[src/hw/rtl/o1hd_pkg.sv]
// Shared types, codes and constants of the order-1 Huffman decoder.
// No dependencies; the interfaces, queue, engine, top level and bench refer to it by scoped names.
`timescale 1ns / 1ps

package o1hd_pkg;

    localparam int SYMBOL_COUNT_DEF = 256;
    localparam int SYM_W            = 8;
    localparam int NODE_W           = 9;
    localparam int LEN_W            = 32;
    localparam int BITS_PER_BYTE    = 8;
    localparam int QUEUE_DEPTH      = 2;

    typedef logic [1:0] cmd_t;

    localparam cmd_t CMD_TREE_WR = 2'd0;
    localparam cmd_t CMD_ROOT_WR = 2'd1;
    localparam cmd_t CMD_START   = 2'd2;
    localparam cmd_t CMD_BYTE    = 2'd3;

    // One classified request waiting for the decode engine.
    typedef struct packed {
        cmd_t                 op;
        logic [SYM_W-1:0]     ctx;
        logic [NODE_W-1:0]    slot;    // {node[7:0], branch} inside one tree
        logic [NODE_W-1:0]    value;
        logic [LEN_W-1:0]     len;
        logic                 len_nz;
        logic [SYM_W-1:0]     data;
    } q_entry_t;

endpackage

[src/hw/rtl/o1hd_if.sv]
// Valid/ready channel interfaces of the order-1 Huffman decoder.
// Depends on o1hd_pkg for field widths.
`timescale 1ns / 1ps

interface o1hd_req_if;
    logic                          valid;
    logic                          ready;
    o1hd_pkg::cmd_t                command;
    logic [o1hd_pkg::SYM_W-1:0]    context_symbol;
    logic [o1hd_pkg::NODE_W-1:0]   tree_node;
    logic                          branch_bit;
    logic [o1hd_pkg::NODE_W-1:0]   entry_value;
    logic [o1hd_pkg::LEN_W-1:0]    block_length;
    logic [o1hd_pkg::SYM_W-1:0]    data_byte;

    modport source (
        output valid, command, context_symbol, tree_node, branch_bit,
               entry_value, block_length, data_byte,
        input  ready
    );
    modport sink (
        input  valid, command, context_symbol, tree_node, branch_bit,
               entry_value, block_length, data_byte,
        output ready
    );
endinterface


[src/hw/rtl/o1hd_cmd_queue.sv]
// Front end: accepts requests, classifies them and holds them in a short queue.
// Depends on o1hd_pkg and the o1hd_req_if interface.
`timescale 1ns / 1ps

module o1hd_cmd_queue (
    input  logic                clk,
    input  logic                rst_n,
    o1hd_req_if.sink            req,
    output o1hd_pkg::q_entry_t  head,
    output logic                head_valid,
    input  logic                pop
);

    localparam int DEPTH = o1hd_pkg::QUEUE_DEPTH;
    localparam int PTR_W = (DEPTH > 1) ? $clog2(DEPTH) : 1;
    localparam int CNT_W = $clog2(DEPTH + 1);

    o1hd_pkg::q_entry_t store_reg [DEPTH];
    o1hd_pkg::q_entry_t entry;
    logic [PTR_W-1:0]   wr_ptr_reg, wr_ptr_next;
    logic [PTR_W-1:0]   rd_ptr_reg, rd_ptr_next;
    logic [CNT_W-1:0]   count_reg, count_next;
    logic               push;
    logic               take;

    assign req.ready  = (count_reg != CNT_W'(DEPTH));
    assign push       = req.valid && req.ready;
    assign head_valid = (count_reg != '0);
    assign take       = pop && head_valid;
    assign head       = store_reg[rd_ptr_reg];

    // Classify: pack the tree slot and flag an empty block up front.
    always_comb
    begin
        entry        = '0;
        entry.op     = req.command;
        entry.ctx    = req.context_symbol;
        entry.slot   = {req.tree_node[o1hd_pkg::SYM_W-1:0], req.branch_bit};
        entry.value  = req.entry_value;
        entry.len    = req.block_length;
        entry.len_nz = (req.block_length != '0);
        entry.data   = req.data_byte;
    end

    always_comb
    begin
        wr_ptr_next = wr_ptr_reg;
        rd_ptr_next = rd_ptr_reg;
        if (push)
        begin
            wr_ptr_next = (wr_ptr_reg == PTR_W'(DEPTH - 1)) ? '0 : wr_ptr_reg + 1'b1;
        end
        if (take)
        begin
            rd_ptr_next = (rd_ptr_reg == PTR_W'(DEPTH - 1)) ? '0 : rd_ptr_reg + 1'b1;
        end
        count_next = count_reg + CNT_W'(push) - CNT_W'(take);
    end

    always_ff @(posedge clk or negedge rst_n)
    begin
        if (!rst_n)
        begin
            wr_ptr_reg <= '0;
            rd_ptr_reg <= '0;
            count_reg  <= '0;
        end
        else
        begin
            wr_ptr_reg <= wr_ptr_next;
            rd_ptr_reg <= rd_ptr_next;
            count_reg  <= count_next;
        end
    end

    always_ff @(posedge clk)
    begin
        if (push)
        begin
            store_reg[wr_ptr_reg] <= entry;
        end
    end

endmodule

[src/flat_wrapper.sv]
// flat-port wrapper written by rule: the top's interface ports become plain ports
module o1hd_cmd_queue_flat 
  (clk, rst_n, head, head_valid, pop, req_valid, req_command, req_context_symbol, req_tree_node, req_branch_bit, req_entry_value, req_block_length, req_data_byte, req_ready);
  o1hd_req_if req_i ();
  input  logic clk;
  input  logic rst_n;
  output o1hd_pkg::q_entry_t head;
  output logic head_valid;
  input  logic pop;
  input wire logic [$bits(req_i.valid)-1:0] req_valid;
  input wire logic [$bits(req_i.command)-1:0] req_command;
  input wire logic [$bits(req_i.context_symbol)-1:0] req_context_symbol;
  input wire logic [$bits(req_i.tree_node)-1:0] req_tree_node;
  input wire logic [$bits(req_i.branch_bit)-1:0] req_branch_bit;
  input wire logic [$bits(req_i.entry_value)-1:0] req_entry_value;
  input wire logic [$bits(req_i.block_length)-1:0] req_block_length;
  input wire logic [$bits(req_i.data_byte)-1:0] req_data_byte;
  output wire logic [$bits(req_i.ready)-1:0] req_ready;
  assign req_i.valid = req_valid;
  assign req_i.command = req_command;
  assign req_i.context_symbol = req_context_symbol;
  assign req_i.tree_node = req_tree_node;
  assign req_i.branch_bit = req_branch_bit;
  assign req_i.entry_value = req_entry_value;
  assign req_i.block_length = req_block_length;
  assign req_i.data_byte = req_data_byte;
  assign req_ready = req_i.ready;
  o1hd_cmd_queue u_core (.clk(clk), .rst_n(rst_n), .req(req_i), .head(head), .head_valid(head_valid), .pop(pop));
endmodule
[config.mk]
export PLATFORM = sky130hd
export DESIGN_NAME = o1hd_cmd_queue_flat
export DESIGN_NICKNAME = d
export VERILOG_FILES = /design/src/hw/rtl/o1hd_pkg.sv /design/src/hw/rtl/o1hd_if.sv /design/src/hw/rtl/o1hd_cmd_queue.sv /design/src/flat_wrapper.sv
export SDC_FILE = /design/constraint.sdc
export NUM_CORES = 1
export LEC_CHECK = 0
export ABC_AREA = 1
export BUFFER_PORTS_ARGS = -buffer_cell sky130_fd_sc_hd__buf_2
export CORE_MARGIN = 5
export CORE_UTILIZATION = 47
export CTS_CLUSTER_SIZE = 12
export DETAILED_ROUTE_END_ITERATION = 10
export GPL_TIMING_DRIVEN = 0
export PLACE_DENSITY_LB_ADDON = 0.3
export SLEW_MARGIN = 10
export SYNTH_ARGS = -nofsm -noshare
export SYNTH_HDL_FRONTEND = slang
export SYNTH_SLANG_ARGS = --single-unit
[constraint.sdc]
create_clock -name clk -period 3.9 [get_ports clk]
set_clock_uncertainty 0.2 [all_clocks]
set_input_delay 0.78 -clock clk [delete_from_list [all_inputs] [get_ports clk]]
set_output_delay 0.78 -clock clk [all_outputs]
set_load 0.1 [all_outputs]
# ---- Yosys cells after proc, flatten, opt, wreduce, memory -nomap -nowiden
# Memory sizes are Yosys's and may differ from the RTL's.
# Index checks and enable logic that the tools add are counted.
dict set report classes {
  n_addsub 4
  eq_ne 1
  n_mux 4
  n_reduce_logical 4
}
# op n
set op_table {}
lappend op_table {{32-bit nonzero test} 1}
lappend op_table {{1-bit two-way mux} 4}
lappend op_table {{1-bit adder (second input constant)} 2}
lappend op_table {{2-bit by 1-bit adder with 2-bit output} 1}
lappend op_table {{1-bit logical AND} 2}
lappend op_table {{2-bit != test (second input constant)} 1}
lappend op_table {{2-bit nonzero test} 1}
lappend op_table {{2-bit by 1-bit subtractor with 2-bit output} 1}
dict set report word_totals {
  regBits 4
  ramBits 138
  inputBits 73
  word_cells 17
  memories 1
}
# memory words word_bits rd rd_clocked_by_memory_dff wr line_no
set mem_list {}
lappend mem_list {u_core.store_reg 2 69 1 0 1 o1hd_cmd_queue.sv:18} ;# o1hd_pkg::q_entry_t store_reg [DEPTH];

# ---- Longest topological paths before layout
# Gate-level depths: netlist (run 1).
dict set report logic_depth {
  depth_word 4
  depth_mapped 7
}

# ---- Least setup slack after synthesis (run 1)
# OpenSTA, ideal clock, no wires.
dict set report synth_path {
  path_type {register -> register}
  start {register u_core.count_reg[1]}
  end {memory u_core.store_reg[1][0] in the netlist's numbering, enable pin}
  setup_ns 0.498
  arrival_ns 4.205
  required_ns 3.202
  setup_slack_ns -1.004
  path_stages_with_launch 4
  cell_sequence {dfrtp_1 nand2_1 nand2_1 nor2_1}
}
dict set report synth_via {
  elab_chain_len 4
}
# element line_no
set synth_lines {}
lappend synth_lines {{start: declaration} o1hd_cmd_queue.sv:22} ;# logic [CNT_W-1:0] count_reg, count_next;
lappend synth_lines {{start signal: assignment} o1hd_cmd_queue.sv:72} ;# count_reg <= count_next;
lappend synth_lines {{2-bit != test} o1hd_cmd_queue.sv:26} ;# assign req.ready = (count_reg != CNT_W'(DEPTH));
lappend synth_lines {{via req_ready} flat_wrapper.sv:18} ;# output wire logic [$bits(req_i.ready)-1:0] req_ready;
lappend synth_lines {{1-bit logical AND} o1hd_cmd_queue.sv:27} ;# assign push = req.valid && req.ready;
lappend synth_lines {{1-bit two-way mux} o1hd_cmd_queue.sv:78} ;# if (push)
lappend synth_lines {{1-bit two-way mux (not written as such)} o1hd_cmd_queue.sv:80} ;# store_reg[wr_ptr_reg] <= entry;
lappend synth_lines {{end: declaration} o1hd_cmd_queue.sv:18}
# The timed path passes the listed nets, and every way through them passes these cells.

==> qor.csv, run 1 <==
metric;value;unit
fillers;910;
drv_cap;0;
die_w;117;um
worstMarginPinSlew;596;ps
holdPathEnd;u_core.store_reg[1][66]$_DFFE_PP_;
synth_nets;503;
final_common_cell;nand2_1;
rsz0062_at_grt;false;
hold_viol_final;0;
setup_viol;0;
drv_slew;0;
synth_top_cells_by_area;edfxtp_1 76%, nand2_1 15%, dfrtp_1 1.8%;
drtAntennaViolNets;0;
fp.dieH;117;um
clock_latency;400;ps
whs;367;ps
clk_pin_slew;60;ps
cts_tree;built;
initial_utilization;47.7;%
worstSetupPathType;reg -> out;
multiInputGateArea;995;um^2
arrival;1810;ps
rr_endpoint;u_core.store_reg[0][54]$_DFFE_PP_;
status;completed;
netlist_area;5420;um^2
vias_per_cell;4.68;
setup_slack;1110;ps
reg2regPathDepth;5;
hp-class;in -> reg;
root_buffer;clkbuf_16;
netlist_instances;428;
drc_errors;0;
core_area;11400;um^2
crit_fanout;10;
fmax;359;MHz
finish.instance_area;7090;um^2
cts.path.max_buffers;2;
cp.required;2920;ps
place_ws;1450;ps
hp-start;req_context_symbol[7];
ys_seq_area_share;78.2;%
critPathLaunchType;flop;
cts.htree.levels;4;
r2r-start;u_core.count_reg[1]$_DFF_PN0_;
track_usage;16.4;%
dpl_cell_area;6470;um^2
yosys.area.top_type;edfxtp_1;
firstDrtPassIters;4;
yosys.area.top_type_share;76.4;%
place.gp.congestion;0.705;
cts_buffers;17;
final_cell_mix;221 x nand2_1, 147 x buf_2, 138 x edfxtp_1, 21 x inv_1, 17 x clkbuf_16;
drive_gt1_share;31.7;%
rrSetupSlack;1850;ps
ios;144;
post-route-util;62.3;%
grt_pass1_wl;17800;um
slowest_stage;buf_2;
yosysUniqueCellTypes;16;
vias;3522;
overflow;0;
relSlewSlack;60.2;%
slowest_delay;420;ps
die-area;13800;um^2
seq_area;4240;um^2
post_drt_wl_per_cell;14.9;um
drt_iter0_drc;218;
worstPathCellList;buf_6 -> inv_4 -> buf_4 -> nand2_1 -> nand2_1 -> buf_2;
rows;39;
port_buffers;142;
syn_avg_cell_area;12.7;um^2
wl;11200;um
crit_top_cell;nand2_1;
endpoint_kind;output pin;
synthToLayoutAreaGrowth;30.6;%
largest_register_ffs;138;
ys_seq_elements;142;
numClockSinks;142;
hpwl;7940;um
grt_pass1_vias;3649;
fin_nets;671;
antenna_found_initial;1;
grt_max_degree;30;
period_share;71.4;%
post_cts_buffers;0;
period_needed;2790;ps
yosysWarnings;0;
holdPathStages;1;
## worst max-delay path, delay by kind of cell (launching register included)
kind,cells,cell delay [ps]
DFF,1,390
buffers and inverters,4,860
and+or+nand+nor,2,160
## worst max path at each step
stage	from	endpoint	slack (ps)	depth (start not counted)
after floorplan	u_core.count_reg[1]$_DFF_PN0_	u_core.store_reg[1][0]$_DFFE_PP_	-1000	3
after global placement	req_valid	u_core.store_reg[1][20]$_DFFE_PP_	-2370	3
after detailed placement	req_valid	u_core.store_reg[0][12]$_DFFE_PP_	1450	5
after CTS	u_core.rd_ptr_reg$_DFFE_PN0P_	head[44]	1070	6
after global routing	u_core.rd_ptr_reg$_DFFE_PN0P_	head[36]	1000	6
final	u_core.rd_ptr_reg$_DFFE_PN0P_	head[44]	1110	6
## cells by family (layout without fill, tap and decap cells)
group         Yosys count  in the layout  share of synthesized area (%)
simple gates          244            244                           17.1
other cells             0              1                              0
xor+xnor                3              3                          0.485
flops                 142            142                           78.2
fa+ha+maj               2              2                          0.461
buf+inv                37            218                           3.69
## cell usage after synthesis
cell	n
and2_1	2
buf_2	5
buf_4	6
buf_6	4
dfrtp_1	4
edfxtp_1	138
ha_1	2
inv_1	21
inv_4	1
nand2_1	221
nand2_2	1
nand4_1	1
nor2_1	18
or2_1	1
xnor2_1	2
xor2_1	1
## metrics by stage
| step | instances | TNS, ps |
|---|---|---|
| after floorplan | 428 | -137220 |
| after global placement | 713 | -324260 |
| after detailed placement | 719 | 0 |
| after CTS | 752 | 0 |
| after global routing | 752 | 0 |
| final | 753 | 0 |
## area by class of cell
type / instances / area share [%]
Sequential cell: 142 / 59.9
Multi-Input combinational cell: 249 / 14.0
Timing Repair Buffer: 149 / 12.2
Clock buffer: 17 / 6.00
Tap cell: 143 / 2.53
Clock inverter: 15 / 2.49
Buffer: 15 / 1.62
Inverter: 22 / 1.20
Antenna cell: 1 / 0.0353
## per-layer routing
metal  vias up  GRT usage (%)  part of all wire (%)
met2       106           27.1                    50
met4         2           5.73                  0.99
met3        10           6.45                   7.1
met1      1650           19.6                    42
li1       1754              -                     -
met5         -              0                  0.12
## what timing repair did
item                                   4_1_cts  5_1_grt
hold buffers                                 1        0
endpoints found under the hold margin        4        0
gates resized for setup                      0        0
Power of run 1 is not shown: default switching activity piles up to over one toggle a cycle in this logic, so the estimate is an artifact.
==> run 2: changes to the inputs <==
ABC_AREA = 0   (was 1)
CORE_UTILIZATION = 53   (was 47)
clock period = 2.6 ns   (was 3.9 ns; I/O delays follow)
==> run 2 against run 1 <==
Critical path depth shrank 2; register-to-register slack got worse by 1200 ps; hold slack got worse by 340 ps; core utilization grew 15 points; via count down 15%; non-clock buffer count up 47; clock-buffer cell count is 2 higher; synthesized cell count fell by 43%; first-iteration DRC count decreased by 51%; final cell count is 18% lower; sequential share of layout area shrank 6.4 points; critical path type unchanged; critical endpoint is now head[59]; highest routed layer is now met4.
==> qor.csv, run 2 <==
metric;value;unit
yosys.area.top_type_share;73.9;%
r2r-start;u_core.count_reg[1]$_DFF_PN0_;
hp-start;req_block_length[16];
ios;144;
initial_utilization;54.3;%
cts.htree.levels;4;
die-area;12700;um^2
seq_area;4240;um^2
fin_nets;542;
status;completed;
critPathLaunchType;flop;
yosys.area.top_type;edfxtp_1;
numClockSinks;142;
hpwl;6600;um
arrival;1780;ps
vias;2999;
synth_edf_count;138;
antenna_found_initial;0;
synth_top_cells_by_area;edfxtp_1 74%, mux2_4 18%, buf_12 2.5%;
period_needed;2500;ps
final_common_cell;edfxtp_1;
worstMarginPinSlew;536;ps
synth_nets;320;
crit_fanout;10;
cts_tree;built;
ys_seq_elements;142;
rrSetupSlack;690;ps
drt_iter0_drc;106;
hp-class;in -> reg;
cts.path.max_buffers;2;
post_drt_wl_per_cell;16.9;um
fmax;400;MHz
drv_cap;0;
setup_viol;0;
clk_pin_slew;60;ps
drtAntennaViolNets;0;
endpoint_kind;output pin;
synthTopCellsByCount;138 x edfxtp_1, 69 x mux2_4, 8 x nor4_1, 7 x buf_12, 4 x dfrtp_1;
yosysWarnings;0;
rows;37;
grt_max_degree;38;
wl;10400;um
netlist_area;5610;um^2
core_area;10300;um^2
largest_register_ffs;138;
yosysUniqueCellTypes;17;
synthToLayoutAreaGrowth;41.6;%
crit_start;u_core.rd_ptr_reg$_DFFE_PN0P_;
die_w;113;um
grt_pass1_vias;3223;
clock_latency;510;ps
root_buffer;clkbuf_8;
vias_per_cell;4.87;
fp.dieH;113;um
async_reset_ff_share;2.82;%
finalNonFillerCells;616;
drv_slew;0;
port_buffers;142;
setup_tns;0;ps
cts_buffers;17;
synthMostInstantiatedCell;edfxtp_1;
grt_pass1_wl;16300;um
hold_viol_final;0;
rsz0062_at_grt;false;
ys_seq_area_share;75.7;%
track_usage;16.7;%
worstSetupPathType;reg -> out;
fillers;576;
relSlewSlack;64.2;%
diodes;0;
netlist_instances;245;
place.gp.congestion;0.745;
syn_avg_cell_area;22.9;um^2
multiInputGateArea;1220;um^2
synthFlopType;edfxtp_1;
period_share;96.2;%
firstDrtPassIters;4;
drive_gt1_share;52.9;%
cp.required;1880;ps
overflow;0;
drc_errors;0;
place_inst;526;
final_cell_mix;138 x edfxtp_1, 73 x buf_2, 69 x mux2_4, 69 x buf_4, 58 x dlygate4sd3_1;
==> run 2: cell type report <==
class                   count  share of cell area, %
multi-input cells          92                   15.4
well taps                 136                   2.14
clock inverters            13                   2.46
inverters                   3                  0.142
plain buffers               8                   1.91
flip-flops and latches    142                   53.5
clock buffers              19                   5.31
repair buffers            203                   19.2
==> run 2: through the flow <==
step | setup slack, ps | hold slack [ps] | utilization (%) | cell area, um^2
4_1_cts | 1.72 | 1.30 | 75.3 | 7770
3_3_place_gp | -317 | 133 | 63.0 | 6500
5_1_grt | 4.97 | 0.711 | 76.9 | 7940
3_5_place_dp | 559 | 136 | 63.6 | 6570
2_1_floorplan | 46.4 | 24.4 | - | 5620
6_report | 97.8 | 29.7 | 76.9 | 7940
==> run 2: worst paths after layout <==
path                                                          end  cells past startpoint
worst max-delay path                                     head[59]                      4
worst min-delay path            u_core.store_reg[1][25]$_DFFE_PP_                      1
worst max register to register  u_core.store_reg[0][53]$_DFFE_PP_                      4
worst min register to register      u_core.wr_ptr_reg$_DFFE_PN0P_                      1
max in group asynchronous           u_core.rd_ptr_reg$_DFFE_PN0P_                      2
min in group asynchronous           u_core.count_reg[0]$_DFF_PN0_                      2
==> run 2: cell families (layout without fill, tap and decap cells) <==
| logic type | after synthesis | in the layout | synth area share, % |
|---|---|---|---|
| XOR/XNOR | 4 | 4 | 0.625 |
| adder cells (fa/ha/maj) | 2 | 2 | 0.446 |
| buffers and inverters | 11 | 246 | 2.90 |
| flip-flops | 142 | 142 | 75.7 |
| multiplexers | 69 | 69 | 18.5 |
| AND/OR/NAND/NOR | 17 | 17 | 1.85 |
==> run 2: timing repair <==
action                                  CTS  global route
gates resized for setup                   3           132
hold buffers                             58             0
endpoints found under the hold margin   118             0
endpoints found under the setup margin    3            66
setup buffers                             0             0
==> run 2: critical path, cell delays in order, from the launching register on <==
cell     delay [ps]
dfrtp_1         340
buf_6           210
buf_12          170
mux2_4          310
buf_4           230
==> run 2: metal layers <==
layer | global-route usage [%] | routed length (um) | up-vias
li1 | - | - | 1428
met1 | 19.4 | 4060 | 1439
met2 | 27.8 | 5270 | 113
met3 | 6.04 | 858 | 19
met4 | 7.37 | 214 | 0
met5 | 0 | 0 | -
Power of run 2 is left out for the same reason.
==> run 3: changes to the inputs <==
REMOVE_ABC_BUFFERS = 1   (was default)
==> run 3 against run 2 <==
First-iteration DRC count is 30% higher; hold slack worse by 1.8 ps; die area stayed put; core utilization is 0.59 points higher; maximum frequency is 1.8% lower; design area is 0.77% higher; global-route usage is 1.1 points higher; final cell count is 1.5% lower; non-clock buffer count is 9 lower; critical endpoint is now head[38]; largest cell class unchanged.
==> qor.csv, run 3 (same netlist as run 2, synthesis figures left out) <==
metric;value;unit
setup_viol;0;
critPathLaunchType;flop;
relSlewSlack;52.4;%
crit_fanout;21;
clock_latency;500;ps
worstMarginPinSlew;712;ps
hp-class;in -> reg;
vias;3013;
overflow;0;
drive_gt1_share;53.9;%
post_drt_wl_per_cell;18.4;um
rr_endpoint;u_core.store_reg[0][49]$_DFFE_PP_;
holdPathStages;1;
holdPathEnd;u_core.store_reg[0][26]$_DFFE_PP_;
post-route-util;77.5;%
drtAntennaViolNets;0;
fin_nets;533;
core_area;10300;um^2
endpoint_kind;output pin;
port_buffers;142;
grt_pass1_wl;17300;um
cp.required;1880;ps
hpwl;6440;um
final_cell_mix;138 x edfxtp_1, 73 x buf_2, 69 x mux2_4, 53 x dlygate4sd3_1, 40 x buf_6;
fillers;566;
drc_errors;0;
drv_slew;0;
rsz0062_at_grt;false;
grt_max_degree;43;
status;completed;
cts_buffers;17;
place.gp.congestion;0.706;
cts.path.max_buffers;2;
firstDrtPassIters;4;
numClockSinks;142;
track_usage;17.8;%
hp-start;req_block_length[17];
period_needed;2550;ps
wl;11200;um
fmax;393;MHz
final_common_cell;edfxtp_1;
hold_viol_final;0;
r2r-start;u_core.count_reg[1]$_DFF_PN0_;
drv_cap;0;
largest_register_ffs;138;
die_w;113;um
root_buffer;clkbuf_8;
die-area;12700;um^2
worstSetupPathType;reg -> out;
grt_pass1_vias;3319;
vias_per_cell;4.96;
fp.dieH;113;um
cts.htree.levels;4;
antenna_found_initial;0;
diodes;0;
period_share;98.0;%
cts_tree;built;
arrival;1830;ps
ios;144;
drt_iter0_drc;138;
reg2regPathDepth;4;
synthToLayoutAreaGrowth;42.7;%
initial_utilization;54.3;%
clk_pin_slew;60;ps
rows;37;
rrSetupSlack;550;ps
==> run 3: cell count changes in the layout (fill, tap and decap cells not counted), sizes merged <==
cell / before / now
buf: 153 / 148
dlygate4sd3: 58 / 53
clkinv: 5 / 7
bufinv: 5 / 4
clkbuf: 19 / 18
clkinvlp: 3 / 4
==> run 3: repair_timing <==
item                                    CTS  global route
buffers inserted                          2             0
cloned                                    0             1
gates resized for setup                  85            54
endpoints found under the setup margin   69            68
hold buffers                             52             1
pin swaps                                 0             0
endpoints found under the hold margin   104             2
==> run 3: final cells by class <==
| class | instances | area [um^2] | share of cell area, % |
|---|---|---|---|
| sequential | 142 | 4250 | 53.1 |
| timing repair buffer | 202 | 1750 | 21.8 |
| multi-input combinational | 92 | 1210 | 15.2 |
| clock buffer | 17 | 414 | 5.18 |
| clock inverter | 15 | 196 | 2.46 |
| tap | 136 | 170 | 2.13 |
| inverter | 3 | 11.3 | 0.141 |
==> run 3: stage by stage <==
step	setup TNS, ps	setup WS (ps)	hold WS [ps]	cell area, um^2	std cells
after floorplan	-326060	-2400	24.4	5460	237
after global routing	0	0.709	1.15	8000	607
final	0	53.2	27.9	8000	607
after detailed placement	0	43.2	130	6450	519
after CTS	0	0.0360	0.342	7890	605
after global placement	-462210	-3220	128	6340	515
==> run 3: worst max-delay path: stages, from the launching register on <==
cell,delay (ps)
dfrtp_4,560
clkbuf_16,240
mux2_4,320
buf_6,190
==> run 3: routing by layer <==
| layer | up-vias | routed length, um | global-route usage (%) |
|---|---|---|---|
| li1 | 1403 | - | - |
| met5 | - | 0 | 0 |
| met1 | 1479 | 4300 | 21.0 |
| met3 | 7 | 855 | 6.31 |
| met2 | 124 | 5960 | 30.8 |
| met4 | 0 | 85 | 5.05 |
==> run 3: worst max-delay path by stage <==
stage / startpoint / endpoint / slack, ps
2_1_floorplan: u_core.count_reg[0]$_DFF_PN0_ / u_core.store_reg[0][0]$_DFFE_PP_ / -2400
3_3_place_gp: req_valid / u_core.store_reg[0][45]$_DFFE_PP_ / -3220
3_5_place_dp: u_core.rd_ptr_reg$_DFFE_PN0P_ / head[33] / 40
4_1_cts: u_core.rd_ptr_reg$_DFFE_PN0P_ / head[13] / 0.04
5_1_grt: u_core.rd_ptr_reg$_DFFE_PN0P_ / head[48] / 0.7
6_report: u_core.rd_ptr_reg$_DFFE_PN0P_ / head[38] / 50
Power of run 3 is left out for the same reason.
